### config.mk
export PLATFORM = sky130hd
export DESIGN_NAME = hash_chain_probe_with_replace
export DESIGN_NICKNAME = d
export VERILOG_FILES = /design/src/sv/hcp_pkg.sv /design/src/sv/hcp_ram.sv /design/src/sv/hcp_dpath.sv /design/src/sv/hcp_ctrl.sv /design/src/sv/hash_chain_probe_with_replace.sv
export SDC_FILE = /design/constraint.sdc
export NUM_CORES = 2
export LEC_CHECK = 0
export BUFFER_PORTS_ARGS = -buffer_cell sky130_fd_sc_hd__buf_2
export CORE_ASPECT_RATIO = 1.1
export CORE_UTILIZATION = 40
export CTS_CLUSTER_SIZE = 8
export DETAILED_ROUTE_END_ITERATION = 12
export SLEW_MARGIN = 20
export SYNTH_ARGS = -nofsm -noshare
export SYNTH_HDL_FRONTEND = slang
export SYNTH_HIERARCHICAL = 1
export SYNTH_SLANG_ARGS = --single-unit
### constraint.sdc
create_clock -name clock -period 76.8 [get_ports clock]
set_clock_uncertainty 0.05 [all_clocks]
set_input_delay 7.68 -clock clock [delete_from_list [all_inputs] [get_ports clock]]
set_output_delay 7.68 -clock clock [all_outputs]
set_load 0.01 [all_outputs]
### src/sv/hcp_pkg.sv
package hcp_pkg;

   // Table geometry. The home slot is taken from the low key bits, so SLOTS is kept
   // a power of two.
   localparam int SLOTS    = 16;
   localparam int KEY_BITS = 40;
   localparam int SLOT_W   = $clog2(SLOTS);
   localparam int USED_W   = $clog2(SLOTS + 1);

   // Field widths of the two channels.
   localparam int ENTRY_KEY_W  = 40;
   localparam int ID_W         = 32;
   localparam int NAME_W       = 64;
   localparam int SLOT_INDEX_W = 4;

   localparam int REQ_DATA_W  = ENTRY_KEY_W + ID_W + NAME_W;
   localparam int REQ_TDATA_W = ((REQ_DATA_W + 7) / 8) * 8;
   localparam int RSP_DATA_W  = SLOT_INDEX_W + ID_W + NAME_W;
   localparam int RSP_TDATA_W = ((RSP_DATA_W + 7) / 8) * 8;

   typedef enum logic [0:0] {
      REQ_INSERT = 1'b0,
      REQ_SEARCH = 1'b1
   } req_kind_type;

   typedef enum logic [1:0] {
      ST_INSERTED  = 2'd0,
      ST_FOUND     = 2'd1,
      ST_NOT_FOUND = 2'd2,
      ST_FULL      = 2'd3
   } status_type;

   typedef struct packed {
      logic [KEY_BITS-1:0] key;
      logic [ID_W-1:0]     id;
      logic [NAME_W-1:0]   name;
   } record_type;

   localparam int REC_W = $bits(record_type);

   typedef enum logic [3:0] {
      S_IDLE,
      S_DECIDE,
      S_SRCH_CMP,
      S_SRCH_WAIT,
      S_INS_CHECK,
      S_CHAIN_STEP,
      S_CHAIN_WAIT,
      S_CHAIN_END,
      S_APP_PROBE,
      S_REPL_PROBE,
      S_REPL_WAIT,
      S_REPL_STEP,
      S_FINISH
   } fsm_state_type;

   typedef enum logic [3:0] {
      OP_NONE,
      OP_ACCEPT,       // latch the request, pointer to home slot
      OP_PUT_HOME,     // write the new record into an empty home slot
      OP_SAVE_REPLACE, // keep the resident, write the newcomer at home
      OP_FOLLOW,       // pointer follows the link just read
      OP_PROBE_INIT,   // probe starts at the slot after the pointer
      OP_PROBE_NEXT,   // probe moves on by one slot
      OP_APPEND,       // new record at the probe slot, linked from the pointer
      OP_MOVE_RES,     // resident to the probe slot, walk from its home
      OP_RELINK        // predecessor link now points at the probe slot
   } dp_op_type;

   typedef enum logic [2:0] {
      RK_NOT_FOUND,
      RK_FULL,
      RK_FOUND,
      RK_INS_HOME,
      RK_INS_PRB
   } res_kind_type;

   typedef struct packed {
      dp_op_type    op;
      logic         res_load;
      res_kind_type res_kind;
      logic         out_load;
   } ctrl_cmd_type;

   typedef struct packed {
      logic key_zero;
      logic is_search;
      logic table_full;
      logic occ_ptr;
      logic occ_prb;
      logic home_differs;
      logic key_match;
      logic lv_ptr;
      logic link_to_home;
      logic cnt_last;
   } dp_status_type;

   function automatic logic [SLOT_W-1:0] next_slot(input logic [SLOT_W-1:0] s);
      return (s == SLOT_W'(SLOTS - 1)) ? '0 : s + 1'b1;
   endfunction

endpackage

### src/sv/hcp_ram.sv
module hcp_ram #(
   parameter int  WIDTH  = 8,
   parameter int  DEPTH  = 16,
   localparam int ADDR_W = $clog2(DEPTH)
) (
   input  logic              clock,
   input  logic              we,
   input  logic [ADDR_W-1:0] waddr,
   input  logic [WIDTH-1:0]  wdata,
   input  logic [ADDR_W-1:0] raddr,
   output logic [WIDTH-1:0]  rdata
);

   logic [WIDTH-1:0] mem_ff [DEPTH];
   logic [WIDTH-1:0] rdata_ff;

   always_ff @(posedge clock) begin
      if (we) begin
         mem_ff[waddr] <= wdata;
      end
      rdata_ff <= mem_ff[raddr];
   end

   assign rdata = rdata_ff;

endmodule

### src/sv/hcp_dpath.sv
module hcp_dpath import hcp_pkg::*; (
   input  logic                    clock,
   input  logic                    reset,
   input  ctrl_cmd_type            cmd,
   output dp_status_type           stat,
   input  req_kind_type            req_kind,
   input  logic [ENTRY_KEY_W-1:0]  entry_key,
   input  logic [ID_W-1:0]         entry_id,
   input  logic [NAME_W-1:0]       entry_name,
   output status_type              out_status,
   output logic [SLOT_INDEX_W-1:0] out_slot,
   output logic [ID_W-1:0]         out_id,
   output logic [NAME_W-1:0]       out_name
);

   logic [KEY_BITS-1:0]     key_ff, key_in;
   logic [ID_W-1:0]         id_ff, id_in;
   logic [NAME_W-1:0]       name_ff, name_in;
   logic                    search_ff, search_in;
   logic [SLOT_W-1:0]       home_ff, home_in;
   logic [SLOT_W-1:0]       ptr_ff, ptr_in;
   logic [SLOT_W-1:0]       prb_ff, prb_in;
   logic [SLOT_W-1:0]       cnt_ff, cnt_in;
   record_type              res_rec_ff, res_rec_in;
   logic [SLOT_W-1:0]       res_link_ff, res_link_in;
   logic                    res_lv_ff, res_lv_in;
   logic [SLOTS-1:0]        occ_ff, occ_in;
   logic [SLOTS-1:0]        lv_ff, lv_in;
   logic [USED_W-1:0]       used_ff, used_in;
   status_type              st_ff, st_in;
   logic [SLOT_INDEX_W-1:0] slot_ff, slot_in;
   logic [ID_W-1:0]         fid_ff, fid_in;
   logic [NAME_W-1:0]       fname_ff, fname_in;
   status_type              ost_ff, ost_in;
   logic [SLOT_INDEX_W-1:0] oslot_ff, oslot_in;
   logic [ID_W-1:0]         oid_ff, oid_in;
   logic [NAME_W-1:0]       oname_ff, oname_in;

   logic                    rec_we;
   logic [SLOT_W-1:0]       rec_waddr;
   record_type              rec_wdata;
   record_type              rec_rdata;
   logic                    link_we;
   logic [SLOT_W-1:0]       link_waddr;
   logic [SLOT_W-1:0]       link_wdata;
   logic [SLOT_W-1:0]       link_rdata;
   logic [KEY_BITS-1:0]     key_lo;

   assign key_lo = entry_key[KEY_BITS-1:0];

   // Both stores are read at the walk pointer every cycle; the read data is registered.
   hcp_ram #(.WIDTH(REC_W), .DEPTH(SLOTS)) u_rec_ram (
      .clock (clock),
      .we    (rec_we),
      .waddr (rec_waddr),
      .wdata (rec_wdata),
      .raddr (ptr_ff),
      .rdata (rec_rdata)
   );

   hcp_ram #(.WIDTH(SLOT_W), .DEPTH(SLOTS)) u_link_ram (
      .clock (clock),
      .we    (link_we),
      .waddr (link_waddr),
      .wdata (link_wdata),
      .raddr (ptr_ff),
      .rdata (link_rdata)
   );

   always_comb begin
      key_in      = key_ff;
      id_in       = id_ff;
      name_in     = name_ff;
      search_in   = search_ff;
      home_in     = home_ff;
      ptr_in      = ptr_ff;
      prb_in      = prb_ff;
      cnt_in      = cnt_ff;
      res_rec_in  = res_rec_ff;
      res_link_in = res_link_ff;
      res_lv_in   = res_lv_ff;
      occ_in      = occ_ff;
      lv_in       = lv_ff;
      used_in     = used_ff;
      rec_we      = 1'b0;
      rec_waddr   = ptr_ff;
      rec_wdata   = '{key: key_ff, id: id_ff, name: name_ff};
      link_we     = 1'b0;
      link_waddr  = ptr_ff;
      link_wdata  = prb_ff;

      unique case (cmd.op)
         OP_NONE: begin
         end
         OP_ACCEPT: begin
            key_in    = key_lo;
            id_in     = entry_id;
            name_in   = entry_name;
            search_in = (req_kind == REQ_SEARCH);
            home_in   = key_lo[SLOT_W-1:0];
            ptr_in    = key_lo[SLOT_W-1:0];
            cnt_in    = '0;
         end
         OP_PUT_HOME: begin
            rec_we         = 1'b1;
            occ_in[ptr_ff] = 1'b1;
            lv_in[ptr_ff]  = 1'b0;
         end
         OP_SAVE_REPLACE: begin
            res_rec_in    = rec_rdata;
            res_link_in   = link_rdata;
            res_lv_in     = lv_ff[ptr_ff];
            rec_we        = 1'b1;
            lv_in[ptr_ff] = 1'b0;
            prb_in        = next_slot(ptr_ff);
         end
         OP_FOLLOW: begin
            ptr_in = link_rdata;
            cnt_in = cnt_ff + 1'b1;
         end
         OP_PROBE_INIT: begin
            prb_in = next_slot(ptr_ff);
         end
         OP_PROBE_NEXT: begin
            prb_in = next_slot(prb_ff);
         end
         OP_APPEND: begin
            rec_we         = 1'b1;
            rec_waddr      = prb_ff;
            occ_in[prb_ff] = 1'b1;
            lv_in[prb_ff]  = 1'b0;
            link_we        = 1'b1;
            lv_in[ptr_ff]  = 1'b1;
         end
         OP_MOVE_RES: begin
            rec_we         = 1'b1;
            rec_waddr      = prb_ff;
            rec_wdata      = res_rec_ff;
            link_we        = 1'b1;
            link_waddr     = prb_ff;
            link_wdata     = res_link_ff;
            lv_in[prb_ff]  = res_lv_ff;
            occ_in[prb_ff] = 1'b1;
            ptr_in         = res_rec_ff.key[SLOT_W-1:0];
            cnt_in         = '0;
         end
         OP_RELINK: begin
            link_we = 1'b1;
         end
         default: begin
         end
      endcase

      st_in    = st_ff;
      slot_in  = slot_ff;
      fid_in   = fid_ff;
      fname_in = fname_ff;
      if (cmd.res_load) begin
         slot_in  = '0;
         fid_in   = '0;
         fname_in = '0;
         case (cmd.res_kind)
            RK_FULL: begin
               st_in = ST_FULL;
            end
            RK_FOUND: begin
               st_in    = ST_FOUND;
               slot_in  = SLOT_INDEX_W'(ptr_ff);
               fid_in   = rec_rdata.id;
               fname_in = rec_rdata.name;
            end
            RK_INS_HOME: begin
               st_in   = ST_INSERTED;
               slot_in = SLOT_INDEX_W'(home_ff);
               used_in = used_ff + 1'b1;
            end
            RK_INS_PRB: begin
               st_in   = ST_INSERTED;
               slot_in = SLOT_INDEX_W'(prb_ff);
               used_in = used_ff + 1'b1;
            end
            default: begin
               st_in = ST_NOT_FOUND;
            end
         endcase
      end

      ost_in   = ost_ff;
      oslot_in = oslot_ff;
      oid_in   = oid_ff;
      oname_in = oname_ff;
      if (cmd.out_load) begin
         ost_in   = st_ff;
         oslot_in = slot_ff;
         oid_in   = fid_ff;
         oname_in = fname_ff;
      end
   end

   always_ff @(posedge clock) begin
      if (reset) begin
         occ_ff  <= '0;
         lv_ff   <= '0;
         used_ff <= '0;
      end else begin
         occ_ff  <= occ_in;
         lv_ff   <= lv_in;
         used_ff <= used_in;
      end
   end

   always_ff @(posedge clock) begin
      key_ff      <= key_in;
      id_ff       <= id_in;
      name_ff     <= name_in;
      search_ff   <= search_in;
      home_ff     <= home_in;
      ptr_ff      <= ptr_in;
      prb_ff      <= prb_in;
      cnt_ff      <= cnt_in;
      res_rec_ff  <= res_rec_in;
      res_link_ff <= res_link_in;
      res_lv_ff   <= res_lv_in;
      st_ff       <= st_in;
      slot_ff     <= slot_in;
      fid_ff      <= fid_in;
      fname_ff    <= fname_in;
      ost_ff      <= ost_in;
      oslot_ff    <= oslot_in;
      oid_ff      <= oid_in;
      oname_ff    <= oname_in;
   end

   always_comb begin
      stat.key_zero     = (key_ff == '0);
      stat.is_search    = search_ff;
      stat.table_full   = (used_ff >= USED_W'(SLOTS));
      stat.occ_ptr      = occ_ff[ptr_ff];
      stat.occ_prb      = occ_ff[prb_ff];
      stat.home_differs = (rec_rdata.key[SLOT_W-1:0] != home_ff);
      stat.key_match    = occ_ff[ptr_ff] && (rec_rdata.key == key_ff);
      stat.lv_ptr       = lv_ff[ptr_ff];
      stat.link_to_home = (link_rdata == home_ff);
      stat.cnt_last     = (cnt_ff == SLOT_W'(SLOTS - 1));
   end

   assign out_status = ost_ff;
   assign out_slot   = oslot_ff;
   assign out_id     = oid_ff;
   assign out_name   = oname_ff;

endmodule

### src/sv/hcp_ctrl.sv
module hcp_ctrl import hcp_pkg::*; (
   input  logic          clock,
   input  logic          reset,
   input  logic          req_tvalid,
   output logic          req_tready,
   output logic          rsp_tvalid,
   input  logic          rsp_tready,
   input  dp_status_type stat,
   output ctrl_cmd_type  cmd
);

   fsm_state_type state_ff, state_in;
   logic          rsp_valid_ff, rsp_valid_in;

   always_ff @(posedge clock) begin
      if (reset) begin
         state_ff     <= S_IDLE;
         rsp_valid_ff <= 1'b0;
      end else begin
         state_ff     <= state_in;
         rsp_valid_ff <= rsp_valid_in;
      end
   end

   always_comb begin
      state_in   = state_ff;
      req_tready = 1'b0;
      cmd        = '{op: OP_NONE, res_load: 1'b0, res_kind: RK_NOT_FOUND, out_load: 1'b0};

      unique case (state_ff)
         S_IDLE: begin
            req_tready = 1'b1;
            if (req_tvalid) begin
               cmd.op   = OP_ACCEPT;
               state_in = S_DECIDE;
            end
         end
         S_DECIDE: begin
            if (stat.key_zero) begin
               cmd.res_load = 1'b1;
               cmd.res_kind = RK_NOT_FOUND;
               state_in     = S_FINISH;
            end else if (stat.is_search) begin
               state_in = S_SRCH_CMP;
            end else if (stat.table_full) begin
               cmd.res_load = 1'b1;
               cmd.res_kind = RK_FULL;
               state_in     = S_FINISH;
            end else if (!stat.occ_ptr) begin
               cmd.op       = OP_PUT_HOME;
               cmd.res_load = 1'b1;
               cmd.res_kind = RK_INS_HOME;
               state_in     = S_FINISH;
            end else begin
               state_in = S_INS_CHECK;
            end
         end
         S_SRCH_CMP: begin
            if (stat.key_match) begin
               cmd.res_load = 1'b1;
               cmd.res_kind = RK_FOUND;
               state_in     = S_FINISH;
            end else if (!stat.lv_ptr || stat.cnt_last) begin
               cmd.res_load = 1'b1;
               cmd.res_kind = RK_NOT_FOUND;
               state_in     = S_FINISH;
            end else begin
               cmd.op   = OP_FOLLOW;
               state_in = S_SRCH_WAIT;
            end
         end
         S_SRCH_WAIT: begin
            state_in = S_SRCH_CMP;
         end
         S_INS_CHECK: begin
            if (stat.home_differs) begin
               cmd.op   = OP_SAVE_REPLACE;
               state_in = S_REPL_PROBE;
            end else begin
               state_in = S_CHAIN_STEP;
            end
         end
         S_CHAIN_STEP: begin
            if (!stat.lv_ptr) begin
               cmd.op   = OP_PROBE_INIT;
               state_in = S_APP_PROBE;
            end else if (stat.cnt_last) begin
               cmd.op   = OP_FOLLOW;
               state_in = S_CHAIN_END;
            end else begin
               cmd.op   = OP_FOLLOW;
               state_in = S_CHAIN_WAIT;
            end
         end
         S_CHAIN_WAIT: begin
            state_in = S_CHAIN_STEP;
         end
         S_CHAIN_END: begin
            cmd.op   = OP_PROBE_INIT;
            state_in = S_APP_PROBE;
         end
         S_APP_PROBE: begin
            if (!stat.occ_prb) begin
               cmd.op       = OP_APPEND;
               cmd.res_load = 1'b1;
               cmd.res_kind = RK_INS_PRB;
               state_in     = S_FINISH;
            end else begin
               cmd.op = OP_PROBE_NEXT;
            end
         end
         S_REPL_PROBE: begin
            if (!stat.occ_prb) begin
               cmd.op   = OP_MOVE_RES;
               state_in = S_REPL_WAIT;
            end else begin
               cmd.op = OP_PROBE_NEXT;
            end
         end
         S_REPL_WAIT: begin
            state_in = S_REPL_STEP;
         end
         S_REPL_STEP: begin
            if (stat.lv_ptr && stat.link_to_home) begin
               cmd.op       = OP_RELINK;
               cmd.res_load = 1'b1;
               cmd.res_kind = RK_INS_HOME;
               state_in     = S_FINISH;
            end else if (!stat.lv_ptr || stat.cnt_last) begin
               cmd.res_load = 1'b1;
               cmd.res_kind = RK_INS_HOME;
               state_in     = S_FINISH;
            end else begin
               cmd.op   = OP_FOLLOW;
               state_in = S_REPL_WAIT;
            end
         end
         S_FINISH: begin
            if (!rsp_valid_ff || rsp_tready) begin
               cmd.out_load = 1'b1;
               state_in     = S_IDLE;
            end
         end
         default: begin
            state_in = S_IDLE;
         end
      endcase
   end

   always_comb begin
      if (cmd.out_load) begin
         rsp_valid_in = 1'b1;
      end else if (rsp_tready) begin
         rsp_valid_in = 1'b0;
      end else begin
         rsp_valid_in = rsp_valid_ff;
      end
   end

   assign rsp_tvalid = rsp_valid_ff;

endmodule

### src/sv/hash_chain_probe_with_replace.sv
// Channel  Direction  tuser                  tdata (lowest bit first)
// req      in         req_type (1 bit)       entry_key 40, entry_id 32, entry_name 64
// rsp      out        status (2 bits)        slot_index 4, found_id 32, found_name 64, 4 zero
//
// One request is worked on at a time. Each store has one registered-read port, so a chain
// step passes through a wait state for the read data; free-slot probes check one slot per
// cycle from the occupancy flops. The block returns to idle after each item before it takes
// the next request. Synchronous reset clears the occupancy and link valid flops, so no
// clearing pass is needed. A finished result waits in the output register while the next
// request is taken; a stalled rsp side holds the block in its final state.
module hash_chain_probe_with_replace import hcp_pkg::*; (
   input  logic                   clock,
   input  logic                   reset,
   input  logic                   req_tvalid,
   output logic                   req_tready,
   // entry_key [39:0], entry_id [71:40], entry_name [135:72]
   input  logic [REQ_TDATA_W-1:0] req_tdata,
   // req_type [0]
   input  logic [0:0]             req_tuser,
   output logic                   rsp_tvalid,
   input  logic                   rsp_tready,
   // slot_index [3:0], found_id [35:4], found_name [99:36], zero fill [103:100]
   output logic [RSP_TDATA_W-1:0] rsp_tdata,
   // status [1:0]
   output logic [1:0]             rsp_tuser
);

   ctrl_cmd_type            cmd;
   dp_status_type           stat;
   status_type              out_status;
   logic [SLOT_INDEX_W-1:0] out_slot;
   logic [ID_W-1:0]         out_id;
   logic [NAME_W-1:0]       out_name;
   req_kind_type            req_kind;

   assign req_kind = req_kind_type'(req_tuser[0]);

   // The controller sequences each request; it sees only the status flags below and
   // drives one datapath command per cycle.
   hcp_ctrl u_ctrl (
      .clock      (clock),
      .reset      (reset),
      .req_tvalid (req_tvalid),
      .req_tready (req_tready),
      .rsp_tvalid (rsp_tvalid),
      .rsp_tready (rsp_tready),
      .stat       (stat),
      .cmd        (cmd)
   );

   // The datapath holds the record and link stores, the walk and probe pointers, the
   // occupancy flops and the result registers.
   hcp_dpath u_dpath (
      .clock      (clock),
      .reset      (reset),
      .cmd        (cmd),
      .stat       (stat),
      .req_kind   (req_kind),
      .entry_key  (req_tdata[ENTRY_KEY_W-1:0]),
      .entry_id   (req_tdata[ENTRY_KEY_W+ID_W-1:ENTRY_KEY_W]),
      .entry_name (req_tdata[REQ_DATA_W-1:ENTRY_KEY_W+ID_W]),
      .out_status (out_status),
      .out_slot   (out_slot),
      .out_id     (out_id),
      .out_name   (out_name)
   );

   // The zero fill in the top four bits comes from the width extension.
   assign rsp_tdata = RSP_TDATA_W'({out_name, out_id, out_slot});
   assign rsp_tuser = out_status;

endmodule

==> results.toml <==
[run]
drv_cap = 0

[finish]
drive_above_1_share = 0.236
final_util = 0.466
fillCellCount = 22300
nNetsFinal = 5906
fin_area_um2 = 126000
syn2layout_area_growth_pct = 15.8
seq_area_um2 = 85700
multi_input_area_um2 = 21400

[floorplan]
dieArea_um2 = 273000
rows = 200
start_util = 0.402
die_w_um = 499
io_pins = 249
die_h_um = 548
core_area_um2 = 270000

[worst_setup_path]
crit_type = "primary input to flip-flop"
path_buf_inv = 8
crit_start = "req_tvalid"
crit_required_ns = 77.22
crit_top_cell = "buf_4"
critPathArrivalTime_ns = 13.58
endpoint_kind = "flip-flop"
crit_chain = "buf_2 -> mux2i_1 -> o311ai_1 -> buf_4 -> nor4b_4 -> buf_4 -> nor2_2 -> buf_4 -> o21ai_0 -> nand2_1 -> nor2_4 -> buf_4 -> buf_12 -> buf_4 -> buf_4"
rrSetupSlack_ns = 67.30
crit_slowest_cell = "buf_4"
startpoint_type = "primary input"
rr_startpoint = "u_dpath/key_ff[4]$_DFFE_PP_"
cp_slowest_stage_delay_ns = 0.91
crit_family = "buffers and inverters"
worstPathMaxFanout = 56

[timing]
hold_viol_final = 0
clock.fmax_mhz = 76.0
fin_tns_setup_ns = 0
post-route-period-util = 0.171
rsz0062_at_grt = "false"
slew_headroom = 0.209
drv_slew = 0
tightest_slew_ns = 1.18
fin_crit_ns = 13.16
setup_viol_count_final = 0
hold_ws_ns = 0.314

[hold_path]
hold_path.class = "flip-flop to flip-flop"
hp-start = "u_dpath/fname_ff[29]$_SDFFCE_PP0P_"

[pwr]
switching_power_w = 0.00168
power_frac_comb = 0.249
p_int_w = 0.00371
p_leak_nw = 41.1
clockPowerShare = 0.306
p_seq_frac = 0.446
p_sw_frac = 0.311
irDropWorstVdd_mv = 0.0379
p_per_area_nw_per_um2 = 42.9

[clock_network]
clkTransAtPathRegs_ns = 0.05
hold_buffers = 0
htree_levels = 5
cts_tree = "built"
clk_latency_ns = 0.93
cts_resized = 0
clock_sinks = 2916
root_buffer = "clkbuf_16"
cts_setup_buffers = 0
cts_buffers = 407
clk_path_buf_depth = 4

[route]
antenna_left = 0
vias = 53600
drc_errors = 0
firstDrtPassIters = 6
routedWlPerCell_um = 27.8
dr.first_iter.drc_count = 5818
viasPerCell = 5.57
wl_um = 267000

[synthesis]
syn_area_um2 = 109000
synth_top_family_by_area = "multiplexers"
netlist_instances = 5269
ys_ff_latch = 2916
synth_seq_area_share = 0.790
synth-compound-area-share = 0.0303
synth-simple-area-share = 0.0380
async_flop_share = 0
synth-edff-count = 2734
yosys.area.top_type_share = 0.757
synth_top_area_cell = "edfxtp_1"
synth_xor_xnor_area_share = 0.00436
synth_mux_area_frac = 0.122
ys_types = 71
synth_ff_type = "edfxtp_1"
synth_fa_ha_area_frac = 0.00127
synthTopCellsByArea = "edfxtp_1 (76%), mux4_2 (11%), dfxtp_1 (3.4%)"
ys.warnings.count = 6
synth_area_per_cell_um2 = 20.6

[grt]
overflow = 0
grt_pass1_wl_um = 388000
grt_start_max_net_pins = 117
track_usage = 0.194
antenna_found_initial = 17
first_global_vias = 55800

[outcome]
status = "finished, final reports clean"

[place]
place_area_um2 = 114000
portBuffers = 244
gp_congestion = 0.832
dp_hpwl_um = 139000
## power groups by stage
stage	sequential, W	clock [W]	combinational (W)
after floorplan	0.00241	0	0.000906
after global placement	0.00243	0	0.00133
after detailed placement	0.00243	0	0.00136
after CTS	0.00241	0.00168	0.00136
after global routing	0.00242	0.00175	0.00144
final	0.00240	0.00165	0.00134
## layer usage
layer | vias up | track usage | wire length [um] | part of all wire
met5 | - | 0 | 24 | 0.000090
li1 | 22400 | - | - | -
met3 | 421 | 0.0337 | 18200 | 0.068
met1 | 28600 | 0.271 | 114000 | 0.43
met2 | 2103 | 0.313 | 129000 | 0.48
met4 | 4 | 0.0569 | 6760 | 0.025
## cell usage after synthesis (16+ instances only)
cell type	n
a21oi_1	38
a22oi_1	259
and2_1	104
buf_1	24
buf_2	99
buf_4	26
buf_6	25
clkbuf_1	108
dfxtp_1	182
edfxtp_1	2734
mux2_2	57
mux2i_1	24
mux4_2	530
nand2_1	569
nand2b_1	23
nand3_1	24
nand4_1	17
nor2_1	62
nor2b_1	37
nor4_1	16
o21ai_0	30
o21ai_1	25
o221ai_1	20
xnor2_1	28
xor2_1	26
## per-stage QoR
| step | setup slack [ns] | total power (W) | instances |
|---|---|---|---|
| floorplan | 47.10 | 0.00332 | 5272 |
| global placement | 62.77 | 0.00376 | 8878 |
| detailed placement | 62.64 | 0.00379 | 8879 |
| CTS | 63.54 | 0.00545 | 9608 |
| global route | 63.33 | 0.00561 | 9610 |
| finish | 63.64 | 0.00539 | 9612 |
## path summary, 6_finish.rpt
path	endpoint	cells past startpoint
min reg2reg	u_dpath/out_name[29]$_DFFE_PP_	0
max	u_dpath/u_rec_ram/mem_ff[7][104]$_DFFE_PP_	15
max reg2reg	u_dpath/u_rec_ram/mem_ff[7][104]$_DFFE_PP_	21
min	u_dpath/out_name[29]$_DFFE_PP_	0
## logic make-up (layout without fill, tap and decap cells)
kind of cell / count (synthesis) / count (layout)
DFF: 2916 / 2916
other: 1 / 7
and+or+nand+nor: 908 / 908
adders and majority gates: 11 / 11
muxes: 627 / 627
AOI/OAI and AO/OA: 454 / 454
xor gates and xnor gates: 54 / 54
buffers and inverters: 298 / 1100
## registers in the layout (all words and copies together) (netlist names), 2 cells and up
register / flops
u_dpath/occ_ff: 16
u_dpath/id_ff: 32
u_dpath/used_ff: 5
u_dpath/lv_ff: 16
u_dpath/u_rec_ram/mem_ff: 2176
u_dpath/st_ff: 2
u_dpath/fname_ff: 64
u_dpath/out_name: 64
u_dpath/u_link_ram/mem_ff: 64
u_dpath/prb_ff: 4
u_dpath/cnt_ff: 4
u_dpath/ptr_ff: 4
u_dpath/res_link_ff: 4
u_dpath/out_slot: 4
u_dpath/out_status: 2
u_dpath/slot_ff: 4
u_dpath/name_ff: 64
u_dpath/u_rec_ram/rdata: 136
u_dpath/res_rec_ff: 136
u_dpath/key_ff: 40
u_dpath/out_id: 32
u_ctrl/state_ff: 4
u_dpath/u_link_ram/rdata: 4
u_dpath/fid_ff: 32
## placed cells by master, fill, tap and decap left out, drive strengths merged, types with 6 or more instances in the layout
cell type     n
a21oi        38
edfxtp     2734
nand4        17
a31oi        15
nor2b        37
a31o         14
o22a          6
clkbuf      709
o21ai        56
nor3         14
xor2         26
nand3b        6
nand2       569
nand3        24
a32oi         6
mux2i        24
nor2         65
o221ai       20
mux2         59
ha           11
nand2b       23
inv          19
clkinv       15
xnor2        28
mux4        544
nor4         16
a221oi       11
a22oi       259
and2        105
o211a        12
buf         356
and3          8
dfxtp       182
## final cells by class
type / instances / area share
Sequential cell: 2916 / 0.682
Timing Repair Buffer: 356 / 0.0177
Multi-Input combinational cell: 2058 / 0.170
Tap cell: 3535 / 0.0352
Clock buffer: 709 / 0.0908
Inverter: 15 / 0.000508
Clock inverter: 20 / 0.00316
Antenna cell: 3 / 0.0000597
Power figures use the tool's default switching activity.
